[config.mk]
export PLATFORM = sky130hd
export DESIGN_NAME = fvc_color
export DESIGN_NICKNAME = d
export VERILOG_FILES = /design/src/fvc_pkg.sv /design/src/fvc_color.sv
export SDC_FILE = /design/constraint.sdc
export NUM_CORES = 1
export LEC_CHECK = 0
export BUFFER_PORTS_ARGS = -buffer_cell sky130_fd_sc_hd__buf_2
export CAP_MARGIN = 20
export CELL_PAD_IN_SITES_DETAIL_PLACEMENT = 0
export CELL_PAD_IN_SITES_GLOBAL_PLACEMENT = 2
export CORE_MARGIN = 5
export CORE_UTILIZATION = 35
export CTS_CLUSTER_DIAMETER = 60
export DETAILED_ROUTE_END_ITERATION = 8
export PLACE_DENSITY = 0.75
export SYNTH_ARGS = -nofsm -noshare
export SYNTH_HDL_FRONTEND = slang
export SYNTH_SLANG_ARGS = --single-unit
[constraint.sdc]
create_clock -name i_clk -period 6.1 [get_ports i_clk]
set_input_delay 0.915 -clock i_clk [delete_from_list [all_inputs] [get_ports i_clk]]
set_output_delay 0.915 -clock i_clk [all_outputs]
set_load 0.02 [all_outputs]
[src/fvc_pkg.sv]
// ----------------------------------------------------------------------------
// fvc_pkg
// shared constants, types and the angle table of the flow color pipeline
// ----------------------------------------------------------------------------
package fvc_pkg;

    localparam int PRESHIFT     = 20;
    localparam int CORDIC_STEPS = 16;
    localparam int ZW           = 20;      // signed angle accumulator width
    localparam int QUARTER_TURN = 98304;   // angle units per quarter turn
    localparam int HUE_BITS     = 11;      // 0..1535, 256 per sector
    localparam int SAT_BITS     = 11;      // q1.10, 0..1024
    localparam int SAT_FRAC     = 10;
    localparam int SAT_ONE      = 1024;
    localparam int VW           = 19;      // q1.18 color value width
    localparam int ONE_Q18      = 262144;
    localparam int MAXM_BITS    = 16;
    localparam int MAXM_RESET   = 800;

    typedef enum logic [2:0] {
        SEC_RED_YEL = 3'd0,
        SEC_YEL_GRN = 3'd1,
        SEC_GRN_CYN = 3'd2,
        SEC_CYN_BLU = 3'd3,
        SEC_BLU_MAG = 3'd4,
        SEC_MAG_RED = 3'd5
    } t_sector;

    // arctangent of 2^-i in units of 393216 per turn
    function automatic logic [15:0] atan_step(input int i);
        logic [15:0] v;
        unique case (i)
            0:  v = 16'd49152;
            1:  v = 16'd29016;
            2:  v = 16'd15331;
            3:  v = 16'd7782;
            4:  v = 16'd3906;
            5:  v = 16'd1955;
            6:  v = 16'd978;
            7:  v = 16'd489;
            8:  v = 16'd244;
            9:  v = 16'd122;
            10: v = 16'd61;
            11: v = 16'd31;
            12: v = 16'd15;
            13: v = 16'd8;
            14: v = 16'd4;
            15: v = 16'd2;
            default: v = 16'd0;
        endcase
        return v;
    endfunction

endpackage

[src/fvc_color.sv]
// ----------------------------------------------------------------------------
// fvc_color
// six-sector hsv to rgb with value fixed at one, two stages
// ----------------------------------------------------------------------------
module fvc_color #(
    parameter int CB = 8
) (
    input  logic                            i_clk,
    input  logic                            i_rst_n,
    input  logic                            i_en,
    input  logic                            i_valid,
    input  logic [fvc_pkg::HUE_BITS-1:0]    i_hue,
    input  logic [fvc_pkg::SAT_BITS-1:0]    i_sat,
    output logic                            o_valid,
    output logic [CB-1:0]                   o_red,
    output logic [CB-1:0]                   o_green,
    output logic [CB-1:0]                   o_blue
);
    import fvc_pkg::*;

    localparam logic [CB-1:0] FULL = {CB{1'b1}};

    function automatic logic [CB-1:0] to_channel(input logic [VW-1:0] v);
        logic [VW+CB-1:0] prod;
        prod = (VW+CB)'(v) * (VW+CB)'(FULL);
        return prod[VW+CB-2:VW-1];
    endfunction

    logic [7:0]    f;
    logic [8:0]    fc;
    logic          r_v1, r_v2;
    logic [VW-1:0] r_p, r_q, r_t;
    t_sector       r_sec;
    logic [VW-1:0] vr, vg, vb;
    logic [CB-1:0] r_red, r_green, r_blue;

    assign f  = i_hue[7:0];
    assign fc = 9'd256 - 9'(f);

    always_ff @(posedge i_clk) begin
        if (!i_rst_n) begin
            r_v1 <= 1'b0;
            r_v2 <= 1'b0;
        end else if (i_en) begin
            r_v1 <= i_valid;
            r_v2 <= r_v1;
        end
    end

    always_ff @(posedge i_clk) begin
        if (i_en) begin
            r_p   <= VW'(SAT_BITS'(SAT_ONE) - i_sat) << 8;
            r_q   <= VW'(ONE_Q18) - VW'(i_sat) * VW'(f);
            r_t   <= VW'(ONE_Q18) - VW'(i_sat) * VW'(fc);
            r_sec <= t_sector'(i_hue[HUE_BITS-1:8]);
        end
    end

    always_comb begin
        unique case (r_sec)
            SEC_RED_YEL: begin vr = VW'(ONE_Q18); vg = r_t; vb = r_p; end
            SEC_YEL_GRN: begin vr = r_q; vg = VW'(ONE_Q18); vb = r_p; end
            SEC_GRN_CYN: begin vr = r_p; vg = VW'(ONE_Q18); vb = r_t; end
            SEC_CYN_BLU: begin vr = r_p; vg = r_q; vb = VW'(ONE_Q18); end
            SEC_BLU_MAG: begin vr = r_t; vg = r_p; vb = VW'(ONE_Q18); end
            default:     begin vr = VW'(ONE_Q18); vg = r_p; vb = r_q; end
        endcase
    end

    always_ff @(posedge i_clk) begin
        if (i_en) begin
            r_red   <= to_channel(vr);
            r_green <= to_channel(vg);
            r_blue  <= to_channel(vb);
        end
    end

    assign o_valid = r_v2;
    assign o_red   = r_red;
    assign o_green = r_green;
    assign o_blue  = r_blue;

endmodule

* Word-level counts from Yosys, hierarchy flattened
Cells that the tools add are included.
** Storage, ports and cells
- Bits in registers :: 78
- Input bits :: 26
- Output and inout port bits :: 25
- Word-level logic and storage cells :: 30
** Operators by class
- $add $sub $neg :: 4
- Multipliers :: 5
- Equal/unequal tests :: 4
- Mux-type cells :: 3
- Reductions and logical operators :: 5
** Operator list (number)
- $pmux W19 S3 :: 3
- $mul A19 B8 Y26 const B :: 3
- $sub A19 B19 Y19 const A :: 2
- $mul A11 B8 Y19 :: 1
- $mul A11 B9 Y19 :: 1
- $sub A11 B11 Y11 const A :: 1
- $sub A9 B8 Y9 const A :: 1
- $reduce_or A2 Y1 :: 4
- $eq A3 B2 Y1 const B :: 2
- $eq A3 B1 Y1 const B :: 1
- $eq A3 B3 Y1 const B :: 1
- $logic_not A3 Y1 :: 1

* Depth between registers and ports, before layout
Gate-level depths: netlist of run 1.
- Word-level depth :: 4
- Depth in mapped cells :: 25
- Depth with buffers taken out :: 23

* Worst setup path after synthesis of run 1
OpenSTA, ideal clock, no wires.
- Kind :: input -> register
- Start :: input i_hue[0] (netlist name)
- End :: register r_t[17] (data pin)
- Setup time :: 258 ps
- Arrival time :: 5826 ps
- Required time :: 5842 ps
- Setup slack :: 16 ps
- Cell stages on the path :: 22
- Path buffers :: 2
- Cell sequence :: clkbuf_1 -> inv_1 -> ha_1 -> xnor2_1 -> clkbuf_1 -> and2_1 -> fa_1 -> inv_1 -> fa_1 -> inv_1 -> ha_1 -> fa_1 -> inv_1 -> ha_1 -> ha_1 -> and4b_1 -> o31a_1 -> a41o_1 -> nor4_4 -> o31ai_1 -> o41a_1 -> xor2_1
** On the way
- Longest elaborated chain between the ends :: 3
** RTL lines
- start, declared :: line fvc_color.sv:12 : input logic [fvc_pkg::HUE_BITS-1:0] i_hue,
- $sub A9 B8 Y9 :: line fvc_color.sv:38 : assign fc = 9'd256 - 9'(f);
- $mul A11 B9 Y19 :: line fvc_color.sv:54 : r_t <= VW'(ONE_Q18) - VW'(i_sat) * VW'(fc);
- $sub A19 B19 Y19 :: line fvc_color.sv:54
- end signal, assigned :: line fvc_color.sv:54
- end, declared :: line fvc_color.sv:32 : logic [VW-1:0] r_p, r_q, r_t;
No other way between the ends.
A chain may end at the register's enable or synchronous reset.

* Worst setup path after layout of run 1
- Start :: register r_sec[2]
- End :: register r_red[7], in the netlist o_red[7] (data pin)
** On the way
- Longest elaborated chain between the ends :: 4
- Elaborated cells on any way between the ends :: 7
- Classes of those cells :: 1 x mul; 4 x eq/ne; 1 x mux; 1 x reduce/logical
** RTL lines
- start, declared :: line fvc_color.sv:33 : t_sector r_sec;
- start signal, assigned :: line fvc_color.sv:55 : r_sec <= t_sector'(i_hue[HUE_BITS-1:8]);
- $eq A3 B2 Y1 :: line fvc_color.sv:60 : unique case (r_sec)
- $reduce_or A2 Y1 (no source line)
- $pmux W19 S3 (*) :: line fvc_color.sv:60
- $mul A19 B8 Y26 (*) :: line fvc_color.sv:25 : prod = (VW+CB)'(v) * (VW+CB)'(FULL);
- end signal, assigned :: line fvc_color.sv:72 : r_red <= to_channel(vr);
- end, declared :: line fvc_color.sv:35 : logic [CB-1:0] r_red, r_green, r_blue;
Every way passes the cells marked *; elsewhere a longest branch is shown, timed or not.

==> flow_summary.yaml, run 1 <==
run_status:
  status: "finished clean"
setup_path:
  critPathSlowestCell: "fa_1"
  crit_arrival_ps: 5880
  critPathBufInv: 7
  cp-start-kind: "flip-flop"
  slowest_delay_ps: 560
  cp.required_ps: 6230
  cp_top_family: "adder cells"
  critical_path_class: "reg -> reg"
  crit_path_end_kind: "flip-flop"
  path_cells: "buf_12, nor2b_2, nand2_1, nand2_1, nand2_1, fa_1, fa_1, inv_1, fa_1, inv_1, fa_1, inv_1, ha_1, nand4_1, o32ai_1, buf_4, a221oi_1, buf_4, o31ai_1, buf_4, a21oi_1, xnor2_1"
  cp_common_cell: "fa_1"
  cp_max_fo: 71
clock_tree:
  clk_path_buf_depth: 2
  cts_hold_buf: 0
  cts_made_buffers: 9
  htreeDepth: 3
  cts_root_buf: "clkbuf_16"
  clock_sinks: 77
  cts_tree: "yes"
  insertion_delay_ps: 390
  path_clk_slew_ps: 80
sta:
  clock_skew_ps: 15.6
  min_period_ps: 5750
  fin_hold_ws_ps: 525
  maxSlewViolCount: 0
  slew_headroom_pct: 44.4
  worst_pin_slew_ps: 834
  fmaxAchievable_mhz: 174
  min_period_over_period_pct: 94.3
  setup_viol: 0
  hold_viol: 0
synthesis:
  synth_edf_count: 75
  syn-num-nets: 2687
  yosys-top-cells-count: "inv_1, fa_1, ha_1"
  ys.warnings.count: 0
  yosys-top-cells-area: "fa_1, ha_1, edfxtp_1, inv_1, and2_1"
  yosysSeqAreaShare_pct: 11.8
  syn_area_per_cell_sq_um: 9.36
  synthFlopType: "edfxtp_1"
  synth_cells: 2078
  ys_ff_latch: 77
  async_reset_ff_share_pct: 0
  yosysUniqueCellTypes: 70
  synth_most_common_cell: "inv_1"
  synth_top_area_share_pct: 34.5
  yosysTopAreaCell: "fa_1"
  netlist_area_sq_um: 19500
floorplan:
  io_pins: 51
  die_area_sq_um: 60400
  die_h_um: 246
  core_area_sq_um: 55100
  dieWidth_um: 246
  rows: 86
  initial_core_util_pct: 35.3
final_layout:
  layoutNonFillerInstCount: 2933
  ff_latch_area_sq_um: 2290
  drive_above_1_share_pct: 9.47
  fillers: 5581
  fin_nets: 2789
  multi_input_area_sq_um: 14900
  diodes: 0
  area_growth_pct: 10.6
  final_area_sq_um: 21500
route:
  drc: 0
  num_vias: 13500
  via_per_inst: 4.60
  drt-pass1-iter-count: 5
  wl_per_cell_um: 15.2
  antenna_left: 0
  drt_iter0_drc: 523
  routed_wl_um: 44400
global_routing:
  grt_pass1_wl_um: 75400
  grt_overflow: 0
  gr-usage-all-layers_pct: 15.4
  grt_max_degree: 72
  antenna_found_initial: 0
  grt_pass1_vias: 14400
min_path:
  hold_class: "reg -> reg"
placed_design:
  place_inst: 2916
  gp_congestion: 0.836
  placed_area_sq_um: 21200
  hpwl_um: 38800
  numPortBuffers: 50
run:
  cap_violations: 0
-- cell families (layout without fill, tap and decap cells) --
| kind of cell | count (synthesis) | after routing | synth area share [%] |
|---|---|---|---|
| AND/OR/NAND/NOR | 427 | 427 | 11.2 |
| multiplexers | 7 | 7 | 0.367 |
| XOR/XNOR | 118 | 118 | 5.35 |
| buffers and inverters | 596 | 703 | 11.6 |
| AO/OA/AOI/OAI | 266 | 266 | 9.00 |
| flip-flops | 77 | 77 | 11.8 |
| adder cells (fa/ha/maj) | 587 | 587 | 50.6 |
-- through the flow --
stage / worst slack [ps] / util [%] / TNS, ps
6_report: 350 / 39.1 / 0
5_1_grt: -8.00 / 39.1 / -8.00
4_1_cts: 110 / 39.0 / 0
3_5_place_dp: -87.8 / 38.4 / -110
3_3_place_gp: 31.2 / 38.4 / 0
2_1_floorplan: 15.8 / - / 0
-- area by class of cell --
cell class | instances | share of cell area [%]
clock buffers | 9 | 1.05
repair buffers | 157 | 4.96
inverters | 530 | 9.24
multi-input cells | 1405 | 69.4
flip-flops and latches | 77 | 10.6
well taps | 748 | 4.35
clock inverters | 7 | 0.349
-- worst paths after layout --
check | startpoint | endpoint | slack (ps) | cells past startpoint
worst min register to register | r_v1 | o_valid | 530 | 2
worst max-delay path | r_sec[2] | o_red[7] | 350 | 22
worst max register to register | r_sec[2] | o_red[7] | 350 | 22
worst min-delay path | r_v1 | o_valid | 530 | 2
-- flip-flops by register name, summed over array words and instances, names as in the netlist --
signal	cells
o_valid	1
r_v1	1
o_green	8
r_sec	3
r_q	19
r_p	11
o_red	8
o_blue	8
r_t	18
-- cells in the final DEF, fill, tap and decap left out, drive strengths merged, types with 4 or more instances in the layout --
master / n
a22o: 7
nand3b: 4
ha: 248
or2: 7
nor2b: 21
xor2: 51
a31o: 5
a22oi: 31
o21a: 13
nand2: 130
o21bai: 6
clkbuf: 9
a21oi: 82
nor4: 5
nor2: 71
mux2i: 6
inv: 535
maj3: 4
o31ai: 6
edfxtp: 75
nand3: 18
nor3: 13
a211oi: 4
xnor2: 67
fa: 335
nand2b: 8
nand4: 8
o22ai: 4
and2: 124
a21o: 36
o21ai: 40
buf: 157
o211ai: 4
a31oi: 9
-- per-layer routing --
layer	share of wire (%)	vias to the layer above	GRT usage (%)
li1	-	6669	-
met1	48	6634	21.8
met2	48	153	25.7
met3	2.3	37	1.36
met4	1.9	0	3.77
met5	0	-	0
-- repair_timing --
item                                    in CTS  in global routing
endpoints found under the setup margin       0                 11
resized for setup                            0                 13
setup buffers                                0                  1
-- worst min-delay path: stages, from the launching register on --
cell and delay (ps):
dfxtp_1 330, mux2i_1 70, nor2b_1 100
Power of run 1 is not shown: default switching activity piles up to over one toggle a cycle in this logic, so the estimate is an artifact.
==> run 2, diff against run 1 <==
--- a/config.mk
+++ b/config.mk
@@ -14,6 +14,7 @@
 export CTS_CLUSTER_DIAMETER = 60
 export DETAILED_ROUTE_END_ITERATION = 8
 export PLACE_DENSITY = 0.75
+export SETUP_SLACK_MARGIN = 0.5
 export SYNTH_ARGS = -nofsm -noshare
 export SYNTH_HDL_FRONTEND = slang
 export SYNTH_SLANG_ARGS = --single-unit
==> run 2 against run 1 <==
  * Maximum frequency increased by 2.9%
  * Cell count increased by 0.99%
  * First-iteration DRC count increased by 7.6%
  * Sequential share of layout area decreased by 0.49 points
  * Global-route usage increased by 0.15 points
  * Core utilization increased by 1.9 points
==> flow_summary.yaml, run 2 (synthesis gave the netlist of run 1 again) <==
setup_path:
  cp.required_ps: 6230
  critical_path_class: "in -> reg"
  cp_max_fo: 3
  crit_arrival_ps: 5720
  cp-start-kind: "input pin"
  crit_path_end_kind: "flip-flop"
final_layout:
  multi_input_area_sq_um: 15700
  largest-register: "r_q"
  mostFrequentLayoutCells: "inv_1, fa_1, ha_1"
  fin_nets: 2818
  reg.largest.list: "r_q x19, r_t x18, r_p x11"
  ff_latch_area_sq_um: 2290
  largest_reg_flops: 19
  final_common_cell: "inv_1"
  drive_above_1_share_pct: 16.1
  diodes: 0
  area_growth_pct: 16.0
  fillers: 5571
floorplan:
  die_area_sq_um: 60400
  core_area_sq_um: 55100
  dieWidth_um: 246
  die_h_um: 246
  rows: 86
  initial_core_util_pct: 35.3
  io_pins: 51
sta:
  fmaxAchievable_mhz: 179
  slew_headroom_pct: 52.1
  fin_setup_tns_ps: 0
  rsz0062_at_grt: "yes"
  min_period_ps: 5590
  worst_pin_slew_ps: 718
  setup_viol: 0
  min_period_over_period_pct: 91.6
  clock_skew_ps: 16.1
  maxSlewViolCount: 0
  hold_viol: 0
clock_tree:
  path_clk_slew_ps: 70
  cts_made_buffers: 9
  cts_root_buf: "clkbuf_16"
  cts_hold_buf: 0
  cts_tree: "yes"
  insertion_delay_ps: 380
  clock_sinks: 77
  clk_path_buf_depth: 2
  htreeDepth: 3
placed_design:
  hpwl_um: 38800
  numPortBuffers: 50
  gp_congestion: 0.840
run:
  cap_violations: 0
route:
  drt_iter0_drc: 563
  wl_per_cell_um: 15.5
  antenna_left: 0
  drc: 0
  num_vias: 13700
  via_per_inst: 4.63
  routed_wl_um: 45900
  drt-pass1-iter-count: 5
global_routing:
  grt_overflow: 0
  gr-usage-all-layers_pct: 15.6
  grt_max_degree: 52
  grt_pass1_wl_um: 76100
  antenna_found_initial: 0
  grt_pass1_vias: 14700
min_path:
  hold_class: "reg -> reg"
run_status:
  status: "finished clean"
run 2: cell count changes in the layout (fill, tap and decap cells not counted), moves of 7 or more:
cell / change
a21oi_2: +16
o21ai_0: -9
ha_1: -16
nor2b_1: -8
ha_4: +14
inv_1: -15
buf_6: +7
a21oi_1: -19
buf_4: +20
inv_2: +15
run 2: final timing paths:
kind	slack (ps)	start	to	cells after the start
setup / recovery	510	i_hue[0]	r_t[17]	20
hold / removal	520	o_valid	o_valid	2
setup reg to reg	580	r_sec[0]	o_green[7]	22
hold reg to reg	520	o_valid	o_valid	2
run 2: cell type report:
class,count,area share [%]
Clock buffer,9,0.998
Clock inverter,7,0.355
Inverter,530,8.81
Multi-Input combinational cell,1405,69.3
Sequential cell,77,10.2
Tap cell,748,4.15
Timing Repair Buffer,186,6.19
run 2: per-layer routing:
layer,vias up,global-route usage (%),wire [um]
met4,0,4.23,1050
met1,6759,22.1,22100
met5,-,0,0
met3,35,1.51,1130
met2,194,25.6,21600
li1,6723,-,-
run 2: metrics by stage:
stage	util (%)	setup WS, ps	hold WS, ps	area (sq um)	std cells
after floorplan	-	321	482	19600	2078
after global routing	41.0	317	597	22600	2962
final	41.0	511	523	22600	2962
after global placement	38.4	106	491	21200	2898
after CTS	39.3	483	530	21600	2921
after detailed placement	38.4	97.7	511	21200	2898
run 2: what timing repair did:
| item | CTS | global route |
|---|---|---|
| buffers inserted | 6 | 40 |
| gates cloned | 1 | 1 |
| resized for setup | 25 | 143 |
| endpoints found under the setup margin | 22 | 32 |
| pin swaps | 1 | 52 |
run 2: critical path, stage by stage:
cell,delay [ps]
buf_8,100
inv_2,60
ha_4,180
inv_1,80
nor4_2,240
buf_4,170
nand2_1,70
fa_1,550
fa_1,440
fa_1,490
fa_1,570
ha_4,220
ha_4,250
o21ai_2,110
nor2_1,60
a41o_1,240
nor4_4,310
o31ai_2,120
o41a_1,390
xor2_1,140
Power of run 2 is left out for the same reason.
==> run 3, diff against run 2 <==
--- a/config.mk
+++ b/config.mk
@@ -9,7 +9,7 @@
 export CAP_MARGIN = 20
 export CELL_PAD_IN_SITES_DETAIL_PLACEMENT = 0
 export CELL_PAD_IN_SITES_GLOBAL_PLACEMENT = 2
-export CORE_MARGIN = 5
+export CORE_MARGIN = 4
 export CORE_UTILIZATION = 35
 export CTS_CLUSTER_DIAMETER = 60
 export DETAILED_ROUTE_END_ITERATION = 8
==> run 3 against run 2 <==
  * Register-to-register slack gained 140 ps
  * Hold slack lost 3.8 ps
  * Clock skew shrank 2.3 ps
  * Setup slack gained 120 ps
  * Flip-flop and latch count is the same
  * Largest cell class unchanged
==> flow_summary.yaml, run 3 (synthesis gave the netlist of run 1 again) <==
route:
  drc: 0
  num_vias: 13800
  drt_iter0_drc: 518
  via_per_inst: 4.66
  routed_wl_um: 45600
  drt-pass1-iter-count: 5
  antenna_left: 0
  wl_per_cell_um: 15.4
run_status:
  status: "finished clean"
setup_path:
  r2r_slack_ps: 720
  path_depth: 19
  cp.required_ps: 6240
  path_cells: "buf_2, nor2_1, nand2_2, nor4_4, xnor2_2, nand2_1, fa_1, fa_1, fa_1, fa_1, ha_4, ha_4, a211oi_2, nor2_1, a41o_1, nor4_4, o31ai_2, o41a_1, xor2_1"
  critPathBufInv: 1
  reg2reg_from: "r_sec[0]"
  crit_path_end_kind: "flip-flop"
  timing.rr.end: "o_blue[1]"
  cp-start-kind: "input pin"
  critical_path_class: "in -> reg"
  slowest_delay_ps: 530
  cp_top_family: "adder cells"
  cp_max_fo: 5
  critPathSlowestCell: "fa_1"
  crit_arrival_ps: 5610
  cp_common_cell: "fa_1"
  rr_worst_depth: 20
final_layout:
  diodes: 0
  drive_above_1_share_pct: 15.5
  largest-register: "r_q"
  layoutNonFillerInstCount: 2964
  mostFrequentLayoutCells: "inv_1, fa_1, ha_1"
  area_growth_pct: 15.5
  reg.largest.list: "r_q x19, r_t x18, r_p x11"
  final_common_cell: "inv_1"
  largest_reg_flops: 19
  fin_nets: 2820
  multi_input_area_sq_um: 15600
  ff_latch_area_sq_um: 2290
  fillers: 5531
floorplan:
  die_h_um: 244
  io_pins: 51
  rows: 86
  initial_core_util_pct: 35.3
  core_area_sq_um: 55100
  die_area_sq_um: 59400
  dieWidth_um: 244
min_path:
  worstHoldPathCells: 2
  hold_class: "reg -> reg"
  hold_start: "o_valid"
  whs_endpoint: "o_valid"
sta:
  clock_skew_ps: 13.8
  fin_setup_tns_ps: 0
  fmaxAchievable_mhz: 183
  min_period_over_period_pct: 89.6
  slew_headroom_pct: 45.1
  fin_ws_ps: 632
  setup_viol: 0
  fin_hold_ws_ps: 520
  maxSlewViolCount: 0
  rsz0062_at_grt: "yes"
  min_period_ps: 5470
  hold_viol: 0
  worst_pin_slew_ps: 824
clock_tree:
  cts_tree: "yes"
  path_clk_slew_ps: 70
  htreeDepth: 3
  clk_path_buf_depth: 2
  cts_made_buffers: 9
  insertion_delay_ps: 380
  cts_root_buf: "clkbuf_16"
  clock_sinks: 77
run:
  cap_violations: 0
global_routing:
  antenna_found_initial: 0
  busiest_layer: "met2"
  grt_pass1_vias: 14700
  met2_usage_pct: 26.7
  use_met1_pct: 21.8
  grt_max_degree: 61
  grt_use_met3_pct: 1.57
  grt_pass1_wl_um: 76000
  gr-usage-all-layers_pct: 15.8
  grt_overflow: 0
placed_design:
  gp_congestion: 0.847
  place_ws_ps: 8.48
  place_inst: 2903
  numPortBuffers: 50
  hpwl_um: 38900
[run 3: how the worst max path moves through the flow]
stage               startpoint  endpoint  slack, ps
global placement      i_hue[2]   r_t[17]         60
finish                i_hue[4]   r_t[17]        630
floorplan             i_hue[1]   r_t[17]        320
global route          r_sec[2]  o_red[7]        470
CTS                   r_sec[2]  o_red[7]        480
detailed placement    i_hue[1]   r_t[17]          8
[run 3: what timing repair did]
action | CTS | global route
gates resized for setup | 47 | 107
cloned | 0 | 1
pin swaps | 21 | 28
hold buffers | 0 | 0
setup buffers | 11 | 33
setup endpoints to repair | 19 | 27
[run 3: layer usage]
metal,part of all wire [%],wire [um]
met5,0,0
met4,2.1,943
met3,2.8,1290
met2,48,22000
met1,47,21400
[run 3: stage by stage]
| step | utilization (%) | cell area [sq um] |
|---|---|---|
| final | 40.8 | 22500 |
| after global routing | 40.8 | 22500 |
| after CTS | 39.5 | 21800 |
| after detailed placement | 38.5 | 21200 |
| after global placement | 38.5 | 21200 |
| after floorplan | - | 19600 |
[run 3: worst min-delay path: stages, from the launching register on]
cell	delay, ps
dfxtp_1	330
mux2i_1	60
nor2b_1	100
[run 3: layout make-up]
cell class | instances | area share, %
multi-input combinational | 1405 | 69.3
sequential | 77 | 10.2
inverter | 530 | 8.88
timing repair buffer | 188 | 6.12
tap | 748 | 4.17
clock buffer | 9 | 1.00
clock inverter | 7 | 0.334
Power of run 3 is left out for the same reason.
